===== src/sv/tec_pkg.sv =====
// types, codes and constants of the touch event calibrator
package tec_pkg;

    typedef enum logic [2:0]
    {
        ST_IDLE,
        ST_DIV_X,
        ST_DIV_Y,
        ST_MUL,
        ST_WB,
        ST_CMP,
        ST_EMIT
    } state_t;

    typedef logic signed [19:0] pos_t;

    localparam logic [1:0] CMD_NONE    = 2'd0;
    localparam logic [1:0] CMD_DOWN    = 2'd1;
    localparam logic [1:0] CMD_UP      = 2'd2;
    localparam logic [1:0] CMD_BUTTONS = 2'd3;

    localparam logic [1:0] KIND_MOVE    = 2'd0;
    localparam logic [1:0] KIND_RAW     = 2'd1;
    localparam logic [1:0] KIND_PRESS   = 2'd2;
    localparam logic [1:0] KIND_RELEASE = 2'd3;

    localparam int CFG_IDX_W = 8;
    localparam int CFG_DAT_W = 24;

    localparam logic [CFG_IDX_W-1:0] REG_X_OFFSET       = 8'd0;
    localparam logic [CFG_IDX_W-1:0] REG_X_GAIN         = 8'd1;
    localparam logic [CFG_IDX_W-1:0] REG_X_CROSS        = 8'd2;
    localparam logic [CFG_IDX_W-1:0] REG_Y_OFFSET       = 8'd3;
    localparam logic [CFG_IDX_W-1:0] REG_Y_GAIN         = 8'd4;
    localparam logic [CFG_IDX_W-1:0] REG_Y_CROSS        = 8'd5;
    localparam logic [CFG_IDX_W-1:0] REG_CLICK_INTERVAL = 8'd6;
    localparam logic [CFG_IDX_W-1:0] REG_RAW_ENABLE     = 8'd7;

    localparam logic [2:0] STEP_AX = 3'd0;
    localparam logic [2:0] STEP_BY = 3'd1;
    localparam logic [2:0] STEP_XC = 3'd2;
    localparam logic [2:0] STEP_X  = 3'd3;
    localparam logic [2:0] STEP_YC = 3'd4;
    localparam logic [2:0] STEP_Y  = 3'd5;

    localparam int X_MIN    = 'h1900;
    localparam int Y_MIN    = 'h2a00;
    localparam int X_RANGE  = 'hd700 - 'h1900;
    localparam int Y_RANGE  = 'hd700 - 'h2a00;
    localparam int DIV_BIAS = 16384;
    localparam int Q_ONE    = 65536;
    localparam int DEAD_BAND = 655;

    // x range is 95 << 9, y range is 173 << 8; reciprocals are ceil(2^31 / 95)
    // and ceil(2^33 / 173), exact over the shifted dividend range
    localparam logic [25:0] X_RECIP = 26'd22605092;
    localparam logic [25:0] Y_RECIP = 26'd49652802;

    // bias keeps the dividend positive so floor division is plain unsigned
    localparam logic [32:0] X_DIV_ADD =
        33'(X_RANGE / 2 + DIV_BIAS * X_RANGE - X_MIN * Q_ONE);
    localparam logic [32:0] Y_DIV_ADD =
        33'(Y_RANGE / 2 + DIV_BIAS * Y_RANGE - Y_MIN * Q_ONE);

    function automatic pos_t sat_pos(input logic signed [40:0] v);
        pos_t r;
        if (v > 41'sd524287)
            r = 20'sh7ffff;
        else if (v < -41'sd524288)
            r = 20'sh80000;
        else
            r = v[19:0];
        return r;
    endfunction

endpackage


===== src/sv/tec_if.sv =====
// handshake channels of the touch event calibrator
interface tec_evt_if;
    logic        valid;
    logic        ready;
    logic [1:0]  cmd;
    logic [15:0] raw_x;
    logic [15:0] raw_y;
    logic [47:0] timestamp;
    modport source (output valid, cmd, raw_x, raw_y, timestamp, input ready);
    modport sink (input valid, cmd, raw_x, raw_y, timestamp, output ready);
endinterface

interface tec_res_if;
    logic               valid;
    logic               ready;
    logic [1:0]         kind;
    logic signed [19:0] pos_x;
    logic signed [19:0] pos_y;
    logic               pressed;
    logic [7:0]         clicks;
    logic [47:0]        stamp;
    logic               last;
    modport source (output valid, kind, pos_x, pos_y, pressed, clicks, stamp, last,
                    input ready);
    modport sink (input valid, kind, pos_x, pos_y, pressed, clicks, stamp, last,
                  output ready);
endinterface

interface tec_cfg_if;
    logic        valid;
    logic        ready;
    logic [7:0]  index;
    logic [23:0] data;
    modport source (output valid, index, data, input ready);
    modport sink (input valid, index, data, output ready);
endinterface


===== src/sv/touch_event_calibrator.sv =====
// touch event calibrator top level
// A pen-down item is normalized by reciprocal multiplication (x in ST_DIV_X, y in
// ST_DIV_Y), then runs six products on one shared 20x20 multiplier, each through
// ST_MUL and ST_WB, then one dead-band compare in ST_CMP and one result per emit
// step in ST_EMIT, which holds while the result side stalls and returns to idle.
// A pen-up item goes from idle straight to ST_EMIT; none and button items stay in
// idle. The input is not ready while an item is at work; the last result may still
// wait in the output register while the next item is taken.
// Configuration is always ready.
module touch_event_calibrator
    import tec_pkg::*;
(
    input  logic    clk,
    input  logic    rst_n,
    tec_evt_if.sink evt,
    tec_res_if.source res,
    tec_cfg_if.sink cfg
);

    state_t state_reg, state_next;

    pos_t        x_offset_reg, x_gain_reg, x_cross_reg;
    pos_t        y_offset_reg, y_gain_reg, y_cross_reg;
    logic [23:0] click_interval_reg;
    logic        raw_enable_reg;

    pos_t        saved_x_reg, saved_y_reg, norm_x_reg, norm_y_reg;
    logic        pen_down_reg, reported_down_reg;
    logic [7:0]  click_count_reg;
    logic [47:0] last_press_time_reg;
    logic [47:0] stamp_reg;
    logic [15:0] raw_y_reg;

    logic [32:0] div_reg;

    logic [2:0]         step_reg;
    logic signed [39:0] prod_reg;
    pos_t               ax_reg, by_reg, t_reg, x_reg, y_reg;

    logic em_move_reg, em_raw_reg, em_pr_reg;
    logic out_valid_reg;

    logic        accept, slot_free, load_out, any_em;
    logic [32:0] div_x_init, div_y_init;
    logic [24:0] recip_n;
    logic [25:0] recip_m;
    logic [50:0] recip_p;
    logic [16:0] quot;
    pos_t        op_a, op_b, mul_r, plus_one;
    logic signed [40:0] rnd_sum;
    logic signed [20:0] dx, dy;
    logic        in_band;
    pos_t        fx, fy;
    logic        within_win;
    logic [7:0]  new_count;
    logic [1:0]  sel_kind;
    pos_t        sel_x, sel_y;
    logic        sel_pressed, sel_last;
    logic [7:0]  sel_clicks;

    // next state
    always_comb
    begin
        state_next = state_reg;
        case (state_reg)
            ST_IDLE:
            begin
                if (evt.valid)
                begin
                    if (evt.cmd == CMD_DOWN)
                        state_next = ST_DIV_X;
                    else if (evt.cmd == CMD_UP)
                        state_next = ST_EMIT;
                end
            end
            ST_DIV_X: state_next = ST_DIV_Y;
            ST_DIV_Y: state_next = ST_MUL;
            ST_MUL:   state_next = ST_WB;
            ST_WB:    state_next = (step_reg == STEP_Y) ? ST_CMP : ST_MUL;
            ST_CMP:   state_next = ST_EMIT;
            ST_EMIT:  if (!any_em) state_next = ST_IDLE;
            default:  state_next = ST_IDLE;
        endcase
    end

    // handshake outputs
    always_comb
    begin
        evt.ready = (state_reg == ST_IDLE);
        cfg.ready = 1'b1;
        accept    = evt.valid && evt.ready;
        any_em    = em_move_reg || em_raw_reg || em_pr_reg;
        slot_free = !out_valid_reg || res.ready;
        load_out  = (state_reg == ST_EMIT) && slot_free && any_em;
    end

    // normalization by reciprocal multiplication
    always_comb
    begin
        div_x_init = {1'b0, evt.raw_x, 16'h0000} + X_DIV_ADD;
        div_y_init = {1'b0, raw_y_reg, 16'h0000} + Y_DIV_ADD;
        recip_n    = (state_reg == ST_DIV_X) ? {1'b0, div_reg[32:9]} : div_reg[32:8];
        recip_m    = (state_reg == ST_DIV_X) ? X_RECIP : Y_RECIP;
        recip_p    = recip_n * recip_m;
        quot       = (state_reg == ST_DIV_X) ? recip_p[47:31] : recip_p[49:33];
    end

    // multiplier operands and rounding
    always_comb
    begin
        case (step_reg)
            STEP_AX:
            begin
                op_a = sat_pos(41'(norm_x_reg) + 41'(x_offset_reg));
                op_b = x_gain_reg;
            end
            STEP_BY:
            begin
                op_a = sat_pos(41'(norm_y_reg) + 41'(y_offset_reg));
                op_b = y_gain_reg;
            end
            STEP_XC: begin op_a = by_reg; op_b = x_cross_reg; end
            STEP_X:  begin op_a = ax_reg; op_b = t_reg;       end
            STEP_YC: begin op_a = ax_reg; op_b = y_cross_reg; end
            STEP_Y:  begin op_a = by_reg; op_b = t_reg;       end
            default: begin op_a = '0;     op_b = '0;          end
        endcase
        rnd_sum  = 41'(prod_reg) + 41'sd32768;
        mul_r    = sat_pos(rnd_sum >>> 16);
        plus_one = sat_pos(41'(mul_r) + 41'(Q_ONE));
    end

    // dead band
    always_comb
    begin
        dx      = 21'(x_reg) - 21'(saved_x_reg);
        dy      = 21'(y_reg) - 21'(saved_y_reg);
        in_band = (dx > -21'sd655) && (dx < 21'sd655) &&
                  (dy > -21'sd655) && (dy < 21'sd655);
        fx      = in_band ? saved_x_reg : x_reg;
        fy      = in_band ? saved_y_reg : y_reg;
    end

    // result selection
    always_comb
    begin
        within_win = ({1'b0, last_press_time_reg} + 49'(click_interval_reg)) >
                     {1'b0, stamp_reg};
        if (!within_win)
            new_count = 8'd1;
        else if (click_count_reg == 8'hff)
            new_count = click_count_reg;
        else
            new_count = click_count_reg + 8'd1;

        sel_x       = '0;
        sel_y       = '0;
        sel_clicks  = '0;
        sel_pressed = reported_down_reg;
        if (em_move_reg)
        begin
            sel_kind = KIND_MOVE;
            sel_x    = saved_x_reg;
            sel_y    = saved_y_reg;
            sel_last = !(em_raw_reg || em_pr_reg);
        end
        else if (em_raw_reg)
        begin
            sel_kind = KIND_RAW;
            sel_x    = norm_x_reg;
            sel_y    = norm_y_reg;
            sel_last = !em_pr_reg;
        end
        else
        begin
            sel_kind    = pen_down_reg ? KIND_PRESS : KIND_RELEASE;
            sel_pressed = pen_down_reg;
            sel_clicks  = pen_down_reg ? new_count : 8'd0;
            sel_last    = 1'b1;
        end
    end

    always_ff @(posedge clk or negedge rst_n)
    begin
        if (!rst_n)
        begin
            state_reg           <= ST_IDLE;
            x_offset_reg        <= '0;
            x_gain_reg          <= 20'sh10000;
            x_cross_reg         <= '0;
            y_offset_reg        <= '0;
            y_gain_reg          <= 20'sh10000;
            y_cross_reg         <= '0;
            click_interval_reg  <= 24'd500000;
            raw_enable_reg      <= 1'b0;
            saved_x_reg         <= -20'sh10000;
            saved_y_reg         <= -20'sh10000;
            norm_x_reg          <= '0;
            norm_y_reg          <= '0;
            pen_down_reg        <= 1'b0;
            reported_down_reg   <= 1'b0;
            click_count_reg     <= '0;
            last_press_time_reg <= '0;
            em_move_reg         <= 1'b0;
            em_raw_reg          <= 1'b0;
            em_pr_reg           <= 1'b0;
            out_valid_reg       <= 1'b0;
            step_reg            <= STEP_AX;
        end
        else
        begin
            state_reg <= state_next;

            if (cfg.valid && cfg.ready)
            begin
                case (cfg.index)
                    REG_X_OFFSET:       x_offset_reg       <= cfg.data[19:0];
                    REG_X_GAIN:         x_gain_reg         <= cfg.data[19:0];
                    REG_X_CROSS:        x_cross_reg        <= cfg.data[19:0];
                    REG_Y_OFFSET:       y_offset_reg       <= cfg.data[19:0];
                    REG_Y_GAIN:         y_gain_reg         <= cfg.data[19:0];
                    REG_Y_CROSS:        y_cross_reg        <= cfg.data[19:0];
                    REG_CLICK_INTERVAL: click_interval_reg <= cfg.data;
                    REG_RAW_ENABLE:     raw_enable_reg     <= cfg.data[0];
                    default:            ;
                endcase
            end

            case (state_reg)
                ST_IDLE:
                begin
                    if (accept && evt.cmd == CMD_DOWN)
                    begin
                        pen_down_reg <= 1'b1;
                    end
                    else if (accept && evt.cmd == CMD_UP)
                    begin
                        pen_down_reg <= 1'b0;
                        em_move_reg  <= 1'b0;
                        em_raw_reg   <= 1'b0;
                        em_pr_reg    <= reported_down_reg;
                    end
                end
                ST_DIV_X:
                begin
                    norm_x_reg <= 20'(quot) - 20'(DIV_BIAS);
                end
                ST_DIV_Y:
                begin
                    norm_y_reg <= 20'(quot) - 20'(DIV_BIAS);
                    step_reg   <= STEP_AX;
                end
                ST_WB:
                begin
                    if (step_reg != STEP_Y)
                        step_reg <= step_reg + 3'd1;
                end
                ST_CMP:
                begin
                    saved_x_reg <= fx;
                    saved_y_reg <= fy;
                    em_move_reg <= (fx != saved_x_reg) || (fy != saved_y_reg);
                    em_raw_reg  <= raw_enable_reg &&
                                   ((fx != saved_x_reg) || (fy != saved_y_reg) ||
                                    !reported_down_reg);
                    em_pr_reg   <= !reported_down_reg;
                end
                ST_EMIT:
                begin
                    if (load_out)
                    begin
                        if (em_move_reg)
                            em_move_reg <= 1'b0;
                        else if (em_raw_reg)
                            em_raw_reg <= 1'b0;
                        else
                        begin
                            em_pr_reg         <= 1'b0;
                            reported_down_reg <= pen_down_reg;
                            if (pen_down_reg)
                            begin
                                click_count_reg     <= new_count;
                                last_press_time_reg <= stamp_reg;
                            end
                        end
                    end
                end
                default: ;
            endcase

            if (load_out)
                out_valid_reg <= 1'b1;
            else if (res.ready)
                out_valid_reg <= 1'b0;
        end
    end

    // datapath registers
    always_ff @(posedge clk)
    begin
        if (accept)
        begin
            stamp_reg <= evt.timestamp;
            raw_y_reg <= evt.raw_y;
            div_reg   <= div_x_init;
        end
        if (state_reg == ST_DIV_X)
            div_reg <= div_y_init;
        if (state_reg == ST_MUL)
            prod_reg <= op_a * op_b;
        if (state_reg == ST_WB)
        begin
            case (step_reg)
                STEP_AX: ax_reg <= mul_r;
                STEP_BY: by_reg <= mul_r;
                STEP_XC: t_reg  <= plus_one;
                STEP_X:  x_reg  <= mul_r;
                STEP_YC: t_reg  <= plus_one;
                STEP_Y:  y_reg  <= mul_r;
                default: ;
            endcase
        end
        if (load_out)
        begin
            res.kind    <= sel_kind;
            res.pos_x   <= sel_x;
            res.pos_y   <= sel_y;
            res.pressed <= sel_pressed;
            res.clicks  <= sel_clicks;
            res.stamp   <= stamp_reg;
            res.last    <= sel_last;
        end
    end

    assign res.valid = out_valid_reg;

    // reported state catches up with the pen before the next item
    a_idle_synced: assert property (@(posedge clk) disable iff (!rst_n)
        (state_reg == ST_IDLE) |-> (pen_down_reg == reported_down_reg))
        else $error("pen state not reported at idle");

    a_mul_to_cmp: assert property (@(posedge clk) disable iff (!rst_n)
        (state_reg == ST_WB && step_reg == STEP_Y) |=> (state_reg == ST_CMP))
        else $error("product sequence did not end in compare");

    a_press_clicks: assert property (@(posedge clk) disable iff (!rst_n)
        (res.valid && res.kind == KIND_PRESS) |-> (res.clicks != 8'd0 && res.pressed))
        else $error("press without click count");

endmodule


===== src/flat_wrapper.sv =====
// flat-port wrapper written by rule: the top's interface ports become plain ports
module touch_event_calibrator_flat import tec_pkg::*;
  (clk, rst_n, evt_valid, evt_cmd, evt_raw_x, evt_raw_y, evt_timestamp, evt_ready, res_valid, res_kind, res_pos_x, res_pos_y, res_pressed, res_clicks, res_stamp, res_last, res_ready, cfg_valid, cfg_index, cfg_data, cfg_ready);
  tec_evt_if evt_i ();
  tec_res_if res_i ();
  tec_cfg_if cfg_i ();
  input  logic clk;
  input  logic rst_n;
  input wire logic [$bits(evt_i.valid)-1:0] evt_valid;
  input wire logic [$bits(evt_i.cmd)-1:0] evt_cmd;
  input wire logic [$bits(evt_i.raw_x)-1:0] evt_raw_x;
  input wire logic [$bits(evt_i.raw_y)-1:0] evt_raw_y;
  input wire logic [$bits(evt_i.timestamp)-1:0] evt_timestamp;
  output wire logic [$bits(evt_i.ready)-1:0] evt_ready;
  output wire logic [$bits(res_i.valid)-1:0] res_valid;
  output wire logic [$bits(res_i.kind)-1:0] res_kind;
  output wire logic [$bits(res_i.pos_x)-1:0] res_pos_x;
  output wire logic [$bits(res_i.pos_y)-1:0] res_pos_y;
  output wire logic [$bits(res_i.pressed)-1:0] res_pressed;
  output wire logic [$bits(res_i.clicks)-1:0] res_clicks;
  output wire logic [$bits(res_i.stamp)-1:0] res_stamp;
  output wire logic [$bits(res_i.last)-1:0] res_last;
  input wire logic [$bits(res_i.ready)-1:0] res_ready;
  input wire logic [$bits(cfg_i.valid)-1:0] cfg_valid;
  input wire logic [$bits(cfg_i.index)-1:0] cfg_index;
  input wire logic [$bits(cfg_i.data)-1:0] cfg_data;
  output wire logic [$bits(cfg_i.ready)-1:0] cfg_ready;
  assign evt_i.valid = evt_valid;
  assign evt_i.cmd = evt_cmd;
  assign evt_i.raw_x = evt_raw_x;
  assign evt_i.raw_y = evt_raw_y;
  assign evt_i.timestamp = evt_timestamp;
  assign evt_ready = evt_i.ready;
  assign res_valid = res_i.valid;
  assign res_kind = res_i.kind;
  assign res_pos_x = res_i.pos_x;
  assign res_pos_y = res_i.pos_y;
  assign res_pressed = res_i.pressed;
  assign res_clicks = res_i.clicks;
  assign res_stamp = res_i.stamp;
  assign res_last = res_i.last;
  assign res_i.ready = res_ready;
  assign cfg_i.valid = cfg_valid;
  assign cfg_i.index = cfg_index;
  assign cfg_i.data = cfg_data;
  assign cfg_ready = cfg_i.ready;
  touch_event_calibrator u_core (.clk(clk), .rst_n(rst_n), .evt(evt_i), .res(res_i), .cfg(cfg_i));
endmodule

===== config.mk =====
export PLATFORM = sky130hd
export DESIGN_NAME = touch_event_calibrator_flat
export DESIGN_NICKNAME = d
export VERILOG_FILES = /design/src/sv/tec_pkg.sv /design/src/sv/tec_if.sv /design/src/sv/touch_event_calibrator.sv /design/src/flat_wrapper.sv
export SDC_FILE = /design/constraint.sdc
export NUM_CORES = 2
export LEC_CHECK = 0
export ABC_AREA = 0
export BUFFER_PORTS_ARGS = -buffer_cell sky130_fd_sc_hd__buf_4
export CAP_MARGIN = 20
export CORE_MARGIN = 2
export CORE_UTILIZATION = 30
export DETAILED_ROUTE_END_ITERATION = 8
export SLEW_MARGIN = 20
export SYNTH_ARGS = -nofsm -noshare
export SYNTH_HDL_FRONTEND = slang
export SYNTH_SLANG_ARGS = --single-unit

===== constraint.sdc =====
create_clock -name clk -period 12 [get_ports clk]
set_clock_uncertainty 0.05 [all_clocks]
set_input_delay 1.2 -clock clk [delete_from_list [all_inputs] [get_ports clk]]
set_output_delay 1.2 -clock clk [all_outputs]
set_load 0.01 [all_outputs]

==> impl_metrics.csv <==
group,metric,value,unit
drt,viasPerCell,4.92,
drt,wl_per_cell,20.6,um
clock_network,htree_levels,3,
floorplan,die_area,193000,um^2
worst_setup_path,regToRegSetupSlack,1.20,ns
clock_network,cts_made_buffers,67,
final_layout,multiInputGateArea,35900,um^2
worst_hold_path,worstHoldEndpoint,"u_core.res.stamp[23]",
floorplan,ioPinCount,222,
timing,worst_pin_slew,1.22,ns
place,gp_congestion,0.982,
global_routing,track_usage,0.180,
worst_hold_path,hold_path_class,"reg -> reg",
final_layout,syn2layout_area_growth,12.7,%
clock_network,clockBufferDepth,3,
clock_network,postCtsSetupBuffers,0,
worst_hold_path,hold_depth,0,
timing,setup_tns,0,ns
synthesis,synthCells,5615,
timing,final_hold_viol_count,0,
drt,drt_iter0_markers,3343,
worst_setup_path,reg2reg_depth,34,
final_layout,drive_gt1_frac,0.111,
final_layout,fillers,19165,
global_routing,grt.overflow.total,0,
floorplan,coreArea,188000,um^2
clock_network,insertion_delay,0.66,ns
place,hpwlAfterDp,141,mm
synthesis,synth_edf_count,307,
clock_network,cts_tree,"yes",
timing,rsz0062_at_grt,"false",
floorplan,die_h,440,um
global_routing,grt_max_degree,113,
worst_setup_path,critical-path-max-stage-delay,0.81,ns
status,status,"complete, no violations",
worst_setup_path,cp.required,12.36,ns
timing,setup_viol,0,
synthesis,ys_seq_area_frac,0.289,
floorplan,start_util,0.303,
final_layout,nNetsFinal,7134,
clock_network,clock-sinks,596,
worst_setup_path,path_class,"reg -> reg",
drt,ant_nets,0,
place,portBuffers,220,
clock_network,cts_resized,0,
timing,report.final.slew_viol_count,0,
floorplan,die_x,440,um
worst_setup_path,crit_arrival,11.16,ns
drt,drc,0,
clock_network,clk_pin_slew,0.06,ns
drt,vias,41258,
worst_setup_path,crit_top_cell,"fa_1",
clock_network,root_buffer,"clkbuf_16",
global_routing,grt_antenna_before_repair,15,
synthesis,synth_seq_cells,596,
worst_setup_path,r2r-end,"u_core.prod_reg[39]",
floorplan,fp-row-count,159,
synthesis,ys_dominant_reg_cell,"edfxtp_1",
synthesis,synth.avg_cell_area,10.1,um^2
synthesis,async_flop_share,0.485,
timing,max_slew_margin,0.175,
timing,max_freq,0.0926,GHz
worst_setup_path,end_kind,"flip-flop",
worst_hold_path,hold_path.startpoint,"u_core.stamp_reg[23]",
worst_setup_path,critPathSlowestCell,"and2_1",
timing,period_needed,10.80,ns
global_routing,grt_pass1_vias,43034,
worst_setup_path,cp-start-kind,"flip-flop",
final_layout,seq_area,16500,um^2
drt,drt-pass1-iter-count,6,
synthesis,synth_warnings,0,
worst_setup_path,path_max_fanout,34,
job,cap_violations,0,
global_routing,grt_first_pass_wirelength,266,mm
timing,min_period_over_period,0.900,
drt,wl,173,mm
synthesis,netlist_area,57000,um^2
synthesis,netlist-cell-type-count,93,
worst_setup_path,r2r-start,"u_core.norm_x_reg[0]",
clock_network,hold_buffers,0,
[metrics by stage]
stage	std cells	hold WS, ns	setup slack (ns)	utilization	cell area (um^2)
finish	8390	0.398	1.20	0.341	64200
global route	8385	0.403	0.540	0.341	64200
CTS	8378	0.398	1.34	0.341	64100
detailed placement	8255	0.385	1.38	0.328	61800
global placement	8255	0.385	1.58	0.328	61800
floorplan	5659	0.376	2.65	-	57200
[worst max path at each step]
stage / cells after the start / startpoint / end
after floorplan: 42 / u_core.norm_x_reg[0] / u_core.prod_reg[37]
after detailed placement: 37 / u_core.norm_x_reg[0] / u_core.prod_reg[37]
after CTS: 37 / u_core.norm_x_reg[0] / u_core.prod_reg[37]
after global routing: 37 / u_core.norm_x_reg[0] / u_core.prod_reg[37]
after global placement: 37 / u_core.norm_x_reg[0] / u_core.prod_reg[37]
final: 34 / u_core.norm_x_reg[0] / u_core.prod_reg[39]
[layer usage]
metal,GRT usage,routed length [um],vias up
met2,0.299,81400,1317
met3,0.0241,10900,276
met1,0.241,73900,20987
met4,0.0621,6320,4
li1,-,-,18674
met5,0,27,-
[cells in the mapped netlist (63+ instances only)]
cell	n	area [um^2]
nor2_1	319	1200
o21ai_0	188	941
edfxtp_1	307	9220
inv_1	1104	4140
nand2_1	560	2100
clkbuf_1	170	638
mux2_2	156	1760
xor2_1	63	552
a21o_1	97	728
a21oi_1	191	956
ha_1	476	5960
dfrtp_1	272	6810
xnor2_1	166	1450
fa_1	706	14100
nand3_1	101	505
[worst max-delay path, delay by kind of cell (launching register included)]
family / cells / cell delay (ns)
XOR/XNOR: 1 / 0.07
adder cells (fa/ha/maj): 10 / 4.64
flip-flops: 1 / 0.39
AND/OR/NAND/NOR: 6 / 2.40
AO/OA/AOI/OAI: 11 / 2.52
buffers and inverters: 6 / 0.47
[kinds of logic after synthesis]
group | after synthesis | share of synthesized area
flops | 596 | 0.289
mux | 201 | 0.0414
compound gates | 813 | 0.0936
xor+xnor | 229 | 0.0352
buf+inv | 1295 | 0.0861
fa+ha+maj | 1183 | 0.353
other cells | 2 | 0.000132
simple gates | 1296 | 0.102
[area by class of cell]
cell class	count	area share
tap	2495	0.0486
clock buffer	93	0.0295
sequential	596	0.257
antenna	8	0.000312
inverter	1105	0.0646
clock inverter	30	0.00651
multi-input combinational	3768	0.559
timing repair buffer	295	0.0350
[cells in the final DEF (no fill, tap or decap), types with 10 or more instances in the layout]
master	n
a21o_1	97
a21oi_1	190
a22o_1	43
a22oi_1	44
a31oi_1	19
and2_1	39
and3_1	43
and4_1	15
buf_4	291
clkbuf_1	15
clkbuf_16	68
clkbuf_8	10
conb_1	46
dfrtp_1	271
dfstp_2	17
edfxtp_1	307
fa_1	706
ha_1	476
inv_1	1103
mux2_2	156
mux2_4	30
mux2i_1	15
nand2_1	560
nand2b_1	30
nand3_1	99
nand4_1	62
nor2_1	317
nor2b_1	26
nor3_1	47
nor4_1	11
o211ai_1	15
o21a_1	33
o21ai_0	184
o21ai_1	20
o21bai_1	19
o22ai_1	18
o31ai_1	14
or2_2	10
xnor2_1	166
xor2_1	63
Power is not shown: default switching activity piles up to over one toggle a cycle in this logic, so the estimate is an artifact.
